## config.mk

```make
export PLATFORM = sky130hd
export DESIGN_NAME = shape_record_text_parser_unit_flat
export DESIGN_NICKNAME = d
export VERILOG_FILES = /design/src/rtl/core/srtp_pkg.sv /design/src/rtl/core/srtp_if.sv /design/src/rtl/core/shape_record_text_parser_unit.sv /design/src/flat_wrapper.sv
export SDC_FILE = /design/constraint.sdc
export NUM_CORES = 1
export LEC_CHECK = 0
export BUFFER_PORTS_ARGS = -buffer_cell sky130_fd_sc_hd__buf_2
export CORE_UTILIZATION = 50
export CTS_BUF_LIST = sky130_fd_sc_hd__clkbuf_8
export DETAILED_ROUTE_END_ITERATION = 7
export GPL_ROUTABILITY_DRIVEN = 0
export PLACE_DENSITY = 0.81
export SYNTH_ARGS = -nofsm -noshare
export SYNTH_HDL_FRONTEND = slang
export SYNTH_SLANG_ARGS = --single-unit
```

## constraint.sdc

```tcl
create_clock -name i_clk -period 9.5 [get_ports i_clk]
set_input_delay 1.425 -clock i_clk [delete_from_list [all_inputs] [get_ports i_clk]]
set_output_delay 1.425 -clock i_clk [all_outputs]
set_load 0.01 [all_outputs]
```

## src/rtl/core/srtp_pkg.sv

```systemverilog
// Shared types and constants of the shape record text parser.
// Used by the channel interfaces, the parser core and its checker.
package srtp_pkg;

    localparam int VALUE_WIDTH = 21;
    localparam int MAG_W       = VALUE_WIDTH - 1;
    localparam int ACC_W       = MAG_W + 4;
    localparam int BOUND_W     = 20;
    localparam int CMP_W       = (MAG_W > BOUND_W) ? MAG_W : BOUND_W;
    localparam int CH_W        = 8;
    localparam int DATA_W      = 32;
    localparam int PADDR_W     = 3;

    localparam logic [MAG_W-1:0]   SAT_MAG      = '1;
    localparam logic [BOUND_W-1:0] BOUND_RESET  = BOUND_W'(100000);

    localparam logic [0:0] REG_COORD_BOUND = 1'b0;

    localparam logic [CH_W-1:0] CH_END   = 8'd0;
    localparam logic [CH_W-1:0] CH_SPACE = 8'd32;
    localparam logic [CH_W-1:0] CH_HIGH  = 8'd128;
    localparam logic [CH_W-1:0] CH_MINUS = 8'h2D;
    localparam logic [CH_W-1:0] CH_ZERO  = 8'h30;
    localparam logic [CH_W-1:0] CH_NINE  = 8'h39;
    localparam logic [CH_W-1:0] CH_C     = 8'h43;
    localparam logic [CH_W-1:0] CH_L     = 8'h4C;
    localparam logic [CH_W-1:0] CH_R     = 8'h52;
    localparam logic [CH_W-1:0] CH_S     = 8'h53;

    localparam logic [1:0] KIND_CIRCLE = 2'd0;

    typedef enum logic [1:0] {
        ST_OK     = 2'd0,
        ST_FORMAT = 2'd1,
        ST_LINE   = 2'd2,
        ST_CIRCLE = 2'd3
    } t_status;

    typedef enum logic [2:0] {
        KC_NONE = 3'd0,
        KC_C    = 3'd1,
        KC_L    = 3'd2,
        KC_R    = 3'd3,
        KC_S    = 3'd4
    } t_kind_code;

endpackage

```

## src/rtl/core/srtp_if.sv

```systemverilog
// Valid/ready channel interfaces of the shape record text parser.
// Depends on srtp_pkg for field widths and the status type.
interface srtp_byte_if;
    logic                     valid;
    logic                     ready;
    logic [srtp_pkg::CH_W-1:0] ch;

    modport source (output valid, output ch, input ready);
    modport sink   (input valid, input ch, output ready);
endinterface

interface srtp_result_if;
    logic                                   valid;
    logic                                   ready;
    srtp_pkg::t_status                      status;
    logic [1:0]                             shape_kind;
    logic signed [srtp_pkg::VALUE_WIDTH-1:0] first_x;
    logic signed [srtp_pkg::VALUE_WIDTH-1:0] first_y;
    logic signed [srtp_pkg::VALUE_WIDTH-1:0] second_x;
    logic signed [srtp_pkg::VALUE_WIDTH-1:0] second_y;
    logic [srtp_pkg::BOUND_W-1:0]           radius;

    modport source (output valid, output status, output shape_kind, output first_x,
                    output first_y, output second_x, output second_y, output radius,
                    input ready);
    modport sink   (input valid, input status, input shape_kind, input first_x,
                    input first_y, input second_x, input second_y, input radius,
                    output ready);
endinterface

```

## src/rtl/core/shape_record_text_parser_unit.sv

```systemverilog
// Shape record text parser: byte stream in, one parsed record out per line.
// Depends on srtp_pkg and the channel interfaces in srtp_if.
//
// Usage:
//   i_in carries one text byte per transfer; byte 0 ends the record.
//   o_res carries one result per record: status, kind and the parsed values.
//   The APB port holds coord_bound at byte address 0 (paddr[2] selects the
//   word); writes land in the access cycle, pready is always high.
// Throughput and timing:
//   One byte per cycle unless a terminator waits on a pending result. Each
//   byte updates the parse state as it is taken; a terminator loads the result
//   register, valid in the cycle after the transfer. The per-byte path is one
//   multiply by ten with saturation and the bound and endpoint compares.
// Reset:
//   Synchronous, active low; clears the parse state and the result valid
//   flag and sets coord_bound to 100000.
// Stall:
//   While a result waits, bytes other than the terminator are still taken;
//   a terminator waits until the pending result transfers.
module shape_record_text_parser_unit (
    input  logic                               i_clk,
    input  logic                               i_rst_n,
    srtp_byte_if.sink                          i_in,
    srtp_result_if.source                      o_res,
    input  logic                               psel,
    input  logic                               penable,
    input  logic                               pwrite,
    input  logic [srtp_pkg::PADDR_W-1:0]       paddr,
    input  logic [srtp_pkg::DATA_W-1:0]        pwdata,
    output logic [srtp_pkg::DATA_W-1:0]        prdata,
    output logic                               pready
);

    localparam int VW = srtp_pkg::VALUE_WIDTH;
    localparam int MW = srtp_pkg::MAG_W;
    localparam int AW = srtp_pkg::ACC_W;
    localparam int CW = srtp_pkg::CMP_W;
    localparam int BW = srtp_pkg::BOUND_W;

    logic [BW-1:0] r_bound;

    logic [2:0]             r_tok_idx,  n_tok_idx;
    logic                   r_inside,   n_inside;
    srtp_pkg::t_status      r_err,      n_err;
    logic                   r_neg,      n_neg;
    logic [1:0]             r_dig_cnt,  n_dig_cnt;
    logic                   r_lead_zero, n_lead_zero;
    logic [MW-1:0]          r_acc,      n_acc;
    srtp_pkg::t_kind_code   r_kind,     n_kind;
    logic [1:0]             r_kind_len, n_kind_len;
    logic signed [VW-1:0]   r_vals [4];
    logic signed [VW-1:0]   n_vals [4];

    logic                   r_out_valid;
    srtp_pkg::t_status      r_status,   res_status;
    logic [1:0]             r_shape,    res_shape;
    logic signed [VW-1:0]   r_fx,       res_fx;
    logic signed [VW-1:0]   r_fy,       res_fy;
    logic signed [VW-1:0]   r_sx,       res_sx;
    logic signed [VW-1:0]   r_sy,       res_sy;
    logic [BW-1:0]          r_radius,   res_radius;

    logic                   in_fire;
    logic                   is_end;
    logic                   is_sep;
    logic                   is_digit;
    logic                   cfg_write;
    logic [AW-1:0]          acc_ext;
    logic [AW-1:0]          acc_sum;
    logic [3:0]             dig_val;
    logic [2:0]             needed;
    logic [1:0]             st_idx;
    logic signed [VW-1:0]   new_val;
    logic                   first;

    function automatic logic [MW-1:0] mag_of(input logic signed [VW-1:0] v);
        logic signed [VW-1:0] a;
        a = (v < 0) ? -v : v;
        return a[MW-1:0];
    endfunction

    function automatic logic out_of_range(input logic [MW-1:0] m,
                                          input logic [BW-1:0] b);
        return (CW'(m) >= CW'(b)) || (m == srtp_pkg::SAT_MAG);
    endfunction

    function automatic srtp_pkg::t_kind_code kind_of(input logic [srtp_pkg::CH_W-1:0] c);
        srtp_pkg::t_kind_code k;
        case (c)
            srtp_pkg::CH_C: k = srtp_pkg::KC_C;
            srtp_pkg::CH_L: k = srtp_pkg::KC_L;
            srtp_pkg::CH_R: k = srtp_pkg::KC_R;
            srtp_pkg::CH_S: k = srtp_pkg::KC_S;
            default:        k = srtp_pkg::KC_NONE;
        endcase
        return k;
    endfunction

    assign is_end   = (i_in.ch == srtp_pkg::CH_END);
    assign is_sep   = !is_end && ((i_in.ch <= srtp_pkg::CH_SPACE) ||
                                  (i_in.ch >= srtp_pkg::CH_HIGH));
    assign is_digit = (i_in.ch >= srtp_pkg::CH_ZERO) && (i_in.ch <= srtp_pkg::CH_NINE);
    assign dig_val  = 4'(i_in.ch - srtp_pkg::CH_ZERO);

    assign i_in.ready = !r_out_valid || o_res.ready || !is_end;
    assign in_fire    = i_in.valid && i_in.ready;

    assign pready    = 1'b1;
    assign cfg_write = psel && penable && pwrite && pready &&
                       (paddr[srtp_pkg::PADDR_W-1] == srtp_pkg::REG_COORD_BOUND);
    assign prdata    = (paddr[srtp_pkg::PADDR_W-1] == srtp_pkg::REG_COORD_BOUND) ?
                       srtp_pkg::DATA_W'(r_bound) : '0;

    always_comb begin
        n_tok_idx   = r_tok_idx;
        n_inside    = r_inside;
        n_err       = r_err;
        n_neg       = r_neg;
        n_dig_cnt   = r_dig_cnt;
        n_lead_zero = r_lead_zero;
        n_acc       = r_acc;
        n_kind      = r_kind;
        n_kind_len  = r_kind_len;
        n_vals      = r_vals;
        res_status  = srtp_pkg::ST_OK;
        res_shape   = '0;
        res_fx      = '0;
        res_fy      = '0;
        res_sx      = '0;
        res_sy      = '0;
        res_radius  = '0;
        first       = !r_inside;
        needed      = (r_kind == srtp_pkg::KC_C) ? 3'd4 : 3'd5;
        st_idx      = 2'(r_tok_idx - 3'd1);
        new_val     = r_neg ? -VW'({1'b0, r_acc}) : VW'({1'b0, r_acc});
        acc_ext     = first ? '0 : AW'(r_acc);
        acc_sum     = (acc_ext << 3) + (acc_ext << 1) + AW'(dig_val);

        if (in_fire) begin
            if (!is_end && !is_sep) begin
                n_inside = 1'b1;
                if (first) begin
                    n_neg       = 1'b0;
                    n_dig_cnt   = '0;
                    n_lead_zero = 1'b0;
                    n_acc       = '0;
                    if (r_err == srtp_pkg::ST_OK && r_tok_idx >= 3'd1 &&
                        r_tok_idx >= needed) begin
                        n_err = srtp_pkg::ST_FORMAT;
                    end
                end
                if (n_err == srtp_pkg::ST_OK) begin
                    if (r_tok_idx == 3'd0) begin
                        if (first) begin
                            n_kind = kind_of(i_in.ch);
                        end
                        if (r_kind_len < 2'd2) begin
                            n_kind_len = r_kind_len + 2'd1;
                        end
                    end else if (first && i_in.ch == srtp_pkg::CH_MINUS) begin
                        n_neg = 1'b1;
                    end else if (is_digit) begin
                        if (n_lead_zero) begin
                            n_err = srtp_pkg::ST_FORMAT;
                        end else begin
                            if (n_dig_cnt == 2'd0 && i_in.ch == srtp_pkg::CH_ZERO) begin
                                n_lead_zero = 1'b1;
                            end
                            n_acc = (acc_sum > AW'(srtp_pkg::SAT_MAG)) ?
                                    srtp_pkg::SAT_MAG : acc_sum[MW-1:0];
                            if (n_dig_cnt < 2'd2) begin
                                n_dig_cnt = n_dig_cnt + 2'd1;
                            end
                        end
                    end else begin
                        n_err = srtp_pkg::ST_FORMAT;
                    end
                end
            end else if (r_inside) begin
                n_inside = 1'b0;
                if (r_tok_idx < 3'd7) begin
                    n_tok_idx = r_tok_idx + 3'd1;
                end
                if (r_err == srtp_pkg::ST_OK) begin
                    if (r_tok_idx == 3'd0) begin
                        if (r_kind_len != 2'd1 || r_kind == srtp_pkg::KC_NONE) begin
                            n_err = srtp_pkg::ST_FORMAT;
                        end
                    end else if (r_tok_idx < needed) begin
                        if (r_dig_cnt == 2'd0) begin
                            n_err = srtp_pkg::ST_FORMAT;
                        end else begin
                            n_vals[st_idx] = new_val;
                            if (r_tok_idx == 3'd2) begin
                                if (out_of_range(mag_of(r_vals[0]), r_bound) ||
                                    out_of_range(r_acc, r_bound)) begin
                                    n_err = (r_kind == srtp_pkg::KC_C) ?
                                            srtp_pkg::ST_CIRCLE : srtp_pkg::ST_LINE;
                                end
                            end else if (r_tok_idx == 3'd3 && r_kind == srtp_pkg::KC_C) begin
                                if (r_acc == '0 || r_neg || out_of_range(r_acc, r_bound)) begin
                                    n_err = srtp_pkg::ST_CIRCLE;
                                end
                            end else if (r_tok_idx == 3'd4) begin
                                if (out_of_range(mag_of(r_vals[2]), r_bound) ||
                                    out_of_range(r_acc, r_bound)) begin
                                    n_err = srtp_pkg::ST_LINE;
                                end else if (r_vals[0] == r_vals[2] &&
                                             r_vals[1] == new_val) begin
                                    n_err = srtp_pkg::ST_LINE;
                                end
                            end
                        end
                    end
                end
            end

            if (is_end) begin
                if (n_err == srtp_pkg::ST_OK && (n_tok_idx < 3'd3 || n_tok_idx < needed)) begin
                    n_err = srtp_pkg::ST_FORMAT;
                end
                res_status = n_err;
                if (n_err == srtp_pkg::ST_OK) begin
                    res_shape = 2'(n_kind - srtp_pkg::KC_C);
                    res_fx    = n_vals[0];
                    res_fy    = n_vals[1];
                    if (n_kind == srtp_pkg::KC_C) begin
                        res_radius = BW'(unsigned'(n_vals[2]));
                    end else begin
                        res_sx = n_vals[2];
                        res_sy = n_vals[3];
                    end
                end
                n_tok_idx   = '0;
                n_inside    = 1'b0;
                n_err       = srtp_pkg::ST_OK;
                n_neg       = 1'b0;
                n_dig_cnt   = '0;
                n_lead_zero = 1'b0;
                n_acc       = '0;
                n_kind      = srtp_pkg::KC_NONE;
                n_kind_len  = '0;
            end
        end
    end

    always_ff @(posedge i_clk) begin
        if (!i_rst_n) begin
            r_bound     <= srtp_pkg::BOUND_RESET;
            r_tok_idx   <= '0;
            r_inside    <= 1'b0;
            r_err       <= srtp_pkg::ST_OK;
            r_neg       <= 1'b0;
            r_dig_cnt   <= '0;
            r_lead_zero <= 1'b0;
            r_acc       <= '0;
            r_kind      <= srtp_pkg::KC_NONE;
            r_kind_len  <= '0;
            r_out_valid <= 1'b0;
        end else begin
            if (cfg_write) begin
                r_bound <= pwdata[BW-1:0];
            end
            r_tok_idx   <= n_tok_idx;
            r_inside    <= n_inside;
            r_err       <= n_err;
            r_neg       <= n_neg;
            r_dig_cnt   <= n_dig_cnt;
            r_lead_zero <= n_lead_zero;
            r_acc       <= n_acc;
            r_kind      <= n_kind;
            r_kind_len  <= n_kind_len;
            if (in_fire && is_end) begin
                r_out_valid <= 1'b1;
            end else if (o_res.ready) begin
                r_out_valid <= 1'b0;
            end
        end
    end

    always_ff @(posedge i_clk) begin
        r_vals <= n_vals;
        if (in_fire && is_end) begin
            r_status <= res_status;
            r_shape  <= res_shape;
            r_fx     <= res_fx;
            r_fy     <= res_fy;
            r_sx     <= res_sx;
            r_sy     <= res_sy;
            r_radius <= res_radius;
        end
    end

    assign o_res.valid      = r_out_valid;
    assign o_res.status     = r_status;
    assign o_res.shape_kind = r_shape;
    assign o_res.first_x    = r_fx;
    assign o_res.first_y    = r_fy;
    assign o_res.second_x   = r_sx;
    assign o_res.second_y   = r_sy;
    assign o_res.radius     = r_radius;

endmodule

```

## src/flat_wrapper.sv

```systemverilog
// flat-port wrapper written by rule: the top's interface ports become plain ports
module shape_record_text_parser_unit_flat 
  (i_clk, i_rst_n, psel, penable, pwrite, paddr, pwdata, prdata, pready, i_in_valid, i_in_ch, i_in_ready, o_res_valid, o_res_status, o_res_shape_kind, o_res_first_x, o_res_first_y, o_res_second_x, o_res_second_y, o_res_radius, o_res_ready);
  srtp_byte_if i_in_i ();
  srtp_result_if o_res_i ();
  input  logic i_clk;
  input  logic i_rst_n;
  input  logic psel;
  input  logic penable;
  input  logic pwrite;
  input  logic [srtp_pkg::PADDR_W-1:0] paddr;
  input  logic [srtp_pkg::DATA_W-1:0] pwdata;
  output logic [srtp_pkg::DATA_W-1:0] prdata;
  output logic pready;
  input wire logic [$bits(i_in_i.valid)-1:0] i_in_valid;
  input wire logic [$bits(i_in_i.ch)-1:0] i_in_ch;
  output wire logic [$bits(i_in_i.ready)-1:0] i_in_ready;
  output wire logic [$bits(o_res_i.valid)-1:0] o_res_valid;
  output wire logic [$bits(o_res_i.status)-1:0] o_res_status;
  output wire logic [$bits(o_res_i.shape_kind)-1:0] o_res_shape_kind;
  output wire logic [$bits(o_res_i.first_x)-1:0] o_res_first_x;
  output wire logic [$bits(o_res_i.first_y)-1:0] o_res_first_y;
  output wire logic [$bits(o_res_i.second_x)-1:0] o_res_second_x;
  output wire logic [$bits(o_res_i.second_y)-1:0] o_res_second_y;
  output wire logic [$bits(o_res_i.radius)-1:0] o_res_radius;
  input wire logic [$bits(o_res_i.ready)-1:0] o_res_ready;
  assign i_in_i.valid = i_in_valid;
  assign i_in_i.ch = i_in_ch;
  assign i_in_ready = i_in_i.ready;
  assign o_res_valid = o_res_i.valid;
  assign o_res_status = o_res_i.status;
  assign o_res_shape_kind = o_res_i.shape_kind;
  assign o_res_first_x = o_res_i.first_x;
  assign o_res_first_y = o_res_i.first_y;
  assign o_res_second_x = o_res_i.second_x;
  assign o_res_second_y = o_res_i.second_y;
  assign o_res_radius = o_res_i.radius;
  assign o_res_i.ready = o_res_ready;
  shape_record_text_parser_unit u_core (.i_clk(i_clk), .i_rst_n(i_rst_n), .i_in(i_in_i), .o_res(o_res_i), .psel(psel), .penable(penable), .pwrite(pwrite), .paddr(paddr), .pwdata(pwdata), .prdata(prdata), .pready(pready));
endmodule
```

## After elaboration in Yosys (flattened, before gate mapping)

Index checks and enable logic that the tools add are counted.

| storage, ports and cells | value |
|---|---|
| bits in registers | 248 |
| bits of input ports | 50 |
| output and inout bits | 143 |
| word-level logic and storage cells | 230 |

| cells by class | value |
|---|---|
| add/sub/neg operators | 11 |
| magnitude comparators | 20 |
| equality and inequality tests | 17 |
| muxes and demuxes | 102 |
| bitwise operators | 5 |
| reduce and logical (&&, ||, !) cells | 53 |

Operator list:

| kind | number |
|---|---|
| 2-to-1 mux 84 bit | 6 |
| 2-to-1 mux 20 bit | 13 |
| 2-to-1 mux 2 bit | 44 |
| bitwise mux 84 bit | 1 |
| == test 20 bit (second input constant) | 3 |
| >= comparator 20 bit | 3 |
| demux 21 bit (select 2 bit) | 1 |
| == test 21 bit | 2 |
| < comparator 21 x 1 -> 1 bit (second input constant) | 2 |
| 2-to-1 mux 21 bit | 2 |
| negation 20 bit | 2 |
| 2-to-1 mux 3 bit | 11 |
| == test 8 x 7 -> 1 bit (second input constant) | 4 |
| adder 24 bit | 1 |
| adder 24 x 4 -> 24 bit | 1 |
| > comparator 24 x 20 -> 1 bit (second input constant) | 1 |
| 2-to-1 mux 1 bit | 23 |
| negation 20 -> 21 bit | 1 |
| logical NOT 20 bit | 1 |
| == test 8 x 6 -> 1 bit (second input constant) | 2 |
| less-or-equal comparator 8 x 6 -> 1 bit (second input constant) | 2 |
| logical AND 1 bit | 16 |
| logical NOT 2 bit | 6 |
| logical OR 1 bit | 12 |
| other kinds (30) | 48 |

## Longest topological paths before layout

| depth | value |
|---|---|
| depth after elaboration | 24 |
| gate-level depth with buffers | 20 |

## Worst setup path before layout

Ideal clock, no wire load.

| path | value |
|---|---|
| path kind | input to register |
| start | in i_in_ch[4] |
| end | reg u_core.r_acc[11] |
| library setup time | 0.121 ns |
| data arrival time | 5.521 ns |
| data required time | 9.379 ns |
| setup slack | 3.858 ns |
| stages on the path | 11 |
| path through | clkbuf_1 nor3_1 nand3_1 o21ai_1 or2_2 inv_1 nor2_1 o21a_1 clkbuf_1 nand2_1 nand2_1 |

| on the way | value |
|---|---|
| cells in the longest elaborated chain, start to end | 8 |

RTL lines:

| element | line | text |
|---|---|---|
| start: declaration | flat_wrapper.sv:16 | `input wire logic [$bits(i_in_i.ch)-1:0] i_in_ch;` |
| >= comparator 8 x 6 -> 1 bit / less-or-equal comparator 8 x 6 -> 1 bit (equally long branches) | shape_record_text_parser_unit.sv:102 | `assign is_digit = (i_in.ch >= srtp_pkg::CH_ZERO) && (i_in.ch <= srtp_pkg::CH_NINE);` |
| logical AND 1 bit | shape_record_text_parser_unit.sv:102 |  |
| 2-to-1 mux 20 bit | shape_record_text_parser_unit.sv:162 | `end else if (is_digit) begin` |
| 2-to-1 mux 20 bit | shape_record_text_parser_unit.sv:160 | `end else if (first && i_in.ch == srtp_pkg::CH_MINUS) begin` |
| 2-to-1 mux 20 bit | shape_record_text_parser_unit.sv:153 | `if (r_tok_idx == 3'd0) begin` |
| 2-to-1 mux 20 bit | shape_record_text_parser_unit.sv:152 | `if (n_err == srtp_pkg::ST_OK) begin` |
| 2-to-1 mux 20 bit | shape_record_text_parser_unit.sv:140 | `if (!is_end && !is_sep) begin` |
| 2-to-1 mux 20 bit | shape_record_text_parser_unit.sv:218 | `if (is_end) begin` |
| end signal: assignment | shape_record_text_parser_unit.sv:270 | `r_acc <= n_acc;` |
| end: declaration | shape_record_text_parser_unit.sv:48 | `logic [MW-1:0] r_acc, n_acc;` |

Parallel ways exist; a longest one is shown, timed or not. The select of a mux whose other input is x is not followed.
A chain may end at the register's enable or synchronous reset.

## Final worst setup path

| path | value |
|---|---|
| start | reg u_core.r_vals[64] in the netlist's numbering |
| end | reg u_core.r_radius[14], in the netlist u_core.o_res.radius[14] (data pin) |

| on the way | value |
|---|---|
| cells in the longest elaborated chain, start to end | 21 |

RTL lines:

| element | line | text |
|---|---|---|
| start: declaration | shape_record_text_parser_unit.sv:51 | `logic signed [VW-1:0] r_vals [4];` |
| start signal: assignment | shape_record_text_parser_unit.sv:282 | `r_vals <= n_vals;` |
| negation 20 bit, or another cell as far along | shape_record_text_parser_unit.sv:78 | `a = (v < 0) ? -v : v;` |
| 2-to-1 mux 20 bit / logical AND 1 bit (equally long branches) | shape_record_text_parser_unit.sv:78, shape_record_text_parser_unit.sv:208 |  |
| >= comparator 20 bit, or another cell as far along | shape_record_text_parser_unit.sv:84 | `return (CW'(m) >= CW'(b)) \|\| (m == srtp_pkg::SAT_MAG);` |
| logical OR 1 bit / 2-to-1 mux 2 bit (equally long branches) | shape_record_text_parser_unit.sv:84, shape_record_text_parser_unit.sv:205 |  |
| logical OR 1 bit / 2-to-1 mux 2 bit (equally long branches) | shape_record_text_parser_unit.sv:195, shape_record_text_parser_unit.sv:204 |  |
| 2-to-1 mux 2 bit, on equally long branches | shape_record_text_parser_unit.sv:195, shape_record_text_parser_unit.sv:200 |  |
| 2-to-1 mux 2 bit (*) | shape_record_text_parser_unit.sv:194 | `if (r_tok_idx == 3'd2) begin` |
| 2-to-1 mux 2 bit (*) | shape_record_text_parser_unit.sv:190 | `if (r_dig_cnt == 2'd0) begin` |
| [... 5 more ...] | n/a |  |
| 2-to-1 mux 2 bit (*) | shape_record_text_parser_unit.sv:139 | `if (in_fire) begin` |
| logical NOT 2 bit | shape_record_text_parser_unit.sv:219 | `if (n_err == srtp_pkg::ST_OK && (n_tok_idx < 3'd3 \|\| n_tok_idx < needed)) begin` |
| logical AND 1 bit | shape_record_text_parser_unit.sv:219 |  |
| 2-to-1 mux 2 bit (*) | shape_record_text_parser_unit.sv:219 |  |
| 2-to-1 mux 2 bit (*) | shape_record_text_parser_unit.sv:218 |  |
| 2-to-1 mux 2 bit (*) | shape_record_text_parser_unit.sv:139 |  |
| logical NOT 2 bit (*) | shape_record_text_parser_unit.sv:223 | `if (n_err == srtp_pkg::ST_OK) begin` |
| AND reduction 4 bit (no line) (*) | n/a |  |
| end signal: assignment | shape_record_text_parser_unit.sv:290 | `r_radius <= res_radius;` |
| end: declaration | shape_record_text_parser_unit.sv:61 | `logic [BW-1:0] r_radius, res_radius;` |

Mark *: on every way between the ends. The rest lies on a longest branch, timed or not. The select of a mux whose other input is x is not followed.

==> run summary <==
Post-Place Worst Slack: 3.84 ns
post-route ant nets: 0
Initial Utilization: 0.510
PwrDens: 130 nW/um2
CP Launch Type: register
All-Layer GR Usage: 0.276
post-cts hold buffer count: 0
Leak Pwr: 6.84 nW
Max-slew headroom: 0.200
Netlist cell types: 85
Post-Route WL: 47500 um
outcome: completed
DR DRC count: 0
WL/cell: 19.9 um
post-synthesis cell count: 1816
Syn Area/Cell: 9.17 um2
final cell count without fillers: 2390
First DRT Iteration DRCs: 1620
nets@finish: 2082
largest net degree at the start of global routing: 86
clock slew at reported path FFs: 0.06 ns
1st-pass router iterations: 8
Max Slew Vio Count: 0
hold crit path type: reg -> reg
detailed placer's ending HPWL: 33600 um
final setup violating endpoints: 0
grt ovf: 0
cell row count: 66
Syn-to-layout area delta: 10.4%
r2r setup slk: 3.77 ns
# port buffers: 165
CTS root buffer: clkbuf_8
Die Footprint: 34000 um2
Post-Route Setup TNS: 0 ns
via/cell ratio: 6.15
TritonCTS Buffers: 43
register bit total from synthesis: 248
Hold Fails Final Rpt: 0
clock latency on the worst-skew pair: 0.57 ns
post-CTS sizing: 0
Hold WS: 0.466 ns
Peak Freq: 0.175 GHz
layout cells sized above 1: 0.138
Clock Skew: 0.0242 ns
Post-CTS Setup Bufs: 0
yosys warns: 0
total core area: 32600 um2
first-pass GRT wire length: 73300 um
Placed Cells: 2312
IO Pins: 193
Setup Crit Path Kind: reg -> reg
Setup crit end kind: register
Top FF cell, synth: edfxtp_1
vias: 14707
Worst EP required: 9.87 ns
Synth Cell Area: 16600 um2
Clock Tree Buf Depth: 3
H-Tree Level Count: 2
Core Util, Final: 0.563
CTS sink count: 248
Critical Path AT: 6.09 ns
Die Span Y: 184 um
unrepaired setup endpoints after global routing: no
Worst Hold Depth: 2
crit share post-route: 0.603
Die W: 184 um
Peak VDD IR: 72.7 uV
number of global-route vias before repair: 13675
FILL cells: 2799
sequential area share after synthesis: 0.414
initial antenna violation count: 1
clock period minus worst slack: 5.73 ns
EDFF count, synth: 192
max cap viols: 0
FF-to-FF path depth: 16
final setup margin: 3.77 ns
CTS tree: done
ys async rst share: 0
Max FO, Critical Path: 64
worst slew pin tran: 1.20 ns
-- report_power, final --
group          internal, mW  switching (mW)  total (mW)
logic                0.0851           0.122       0.208
clock network         0.491           0.452       0.943
registers              1.19          0.0429        1.23
total                  1.77           0.617        2.38
-- synthesized netlist by cell type (21+ instances only) --
library cell  instances  area share
nand4_1              33       0.012
clkbuf_1            103       0.023
nor3_1               45       0.014
nand3_1              23      0.0069
nand2_1             196       0.044
a21boi_0             22      0.0099
o31ai_1              21      0.0095
edfxtp_1            192        0.35
nor2_1              139       0.031
o21ai_0             135       0.041
dfxtp_1              56       0.067
xnor2_1              78       0.041
ha_1                115       0.086
and2_1               37       0.014
nor2b_1              80       0.030
inv_1                80       0.018
a21oi_1              94       0.028
xor2_1               28       0.015
-- routing by layer --
layer | GRT usage | vias up | part of all wire
met5 | 0 | - | 0
met4 | 0.131 | 0 | 0.045
met3 | 0.0630 | 173 | 0.10
met2 | 0.440 | 845 | 0.46
met1 | 0.354 | 6927 | 0.40
li1 | - | 6762 | -
-- layout by cell type, fill, tap and decap left out, drive strengths merged, types with 9 or more instances in the layout --
master	synthesis	layout
nand2	196	196
o211ai	13	13
edfxtp	192	192
nor3	46	46
or3	14	14
nor2	139	139
a31oi	13	13
conb	2	13
buf	31	177
o22ai	13	13
nand4	35	35
o221ai	13	13
o21ai	138	138
or2	13	13
clkbuf	103	44
nor3b	11	11
and2	37	37
nor4	21	21
o31ai	21	21
a21boi	23	23
or4	16	16
nor2b	80	80
a21oi	94	94
inv	80	91
nand3	23	23
a21o	13	13
nand2b	16	16
xnor2	78	78
o41ai	12	12
and3	9	9
dfxtp	56	56
clkinv	0	15
ha	115	115
xor2	28	28
a211oi	12	12
-- layout make-up --
cell class / count / area (um2) / share of cell area
Antenna cell: 3 / 7.51 / 0.000409
Inverter: 80 / 303 / 0.0165
Timing Repair Buffer: 177 / 916 / 0.0499
Tap cell: 442 / 553 / 0.0301
Clock buffer: 44 / 606 / 0.0330
Multi-Input combinational cell: 1365 / 8890 / 0.484
Clock inverter: 31 / 214 / 0.0116
Sequential cell: 248 / 6890 / 0.375
-- worst max-delay path, cell delays in order (launching register included) --
cell and delay (ns):
edfxtp_1 0.54, inv_1 0.14, ha_1 0.33, or4b_1 0.67
o41ai_1 0.46, xor2_1 0.31, inv_1 0.08, ha_1 0.19
a21oi_1 0.22, nand2_1 0.08, o31ai_1 0.25, o211a_1 0.19
nand3_1 0.10, a32o_1 0.29, o21ai_1 0.31, nand4_4 0.82
nor3_1 0.47
-- cells by family after synthesis --
family / Yosys count / synth area share
other: 2 / 0.000451
AND/OR/NAND/NOR: 686 / 0.212
multiplexers: 6 / 0.00376
buffers and inverters: 214 / 0.0555
adder cells (fa/ha/maj): 117 / 0.0888
XOR/XNOR: 108 / 0.0585
AO/OA/AOI/OAI: 435 / 0.167
flip-flops: 248 / 0.414
-- per-stage QoR --
stage                     total power [mW]  instance area [um2]
after CTS                             2.39                18400
final                                 2.38                18400
after floorplan                       1.39                16700
after global placement                1.44                17500
after global routing                  2.46                18400
after detailed placement              1.45                17500
-- final timing paths --
path	start	to
worst max-delay path	u_core.r_vals[64]$_DFFE_PP_	u_core.o_res.radius[14]$_SDFFCE_PN0P_
worst min-delay path	u_core.r_bound[2]$_SDFFE_PN0P_	u_core.r_bound[2]$_SDFFE_PN0P_
worst max register to register	u_core.r_vals[64]$_DFFE_PP_	u_core.o_res.radius[14]$_SDFFCE_PN0P_
worst min register to register	u_core.r_bound[2]$_SDFFE_PN0P_	u_core.r_bound[2]$_SDFFE_PN0P_
-- sequential cells by signal, indices dropped and copies added (netlist names), 3 cells and up --
name / count
u_core.o_res.first_x: 21
u_core.r_kind: 3
u_core.o_res.second_x: 21
u_core.r_acc: 20
u_core.o_res.first_y: 21
u_core.r_vals: 84
u_core.r_tok_idx: 3
u_core.r_bound: 20
u_core.o_res.radius: 20
u_core.o_res.second_y: 21
No activity file was read; power rests on OpenSTA's default activity.
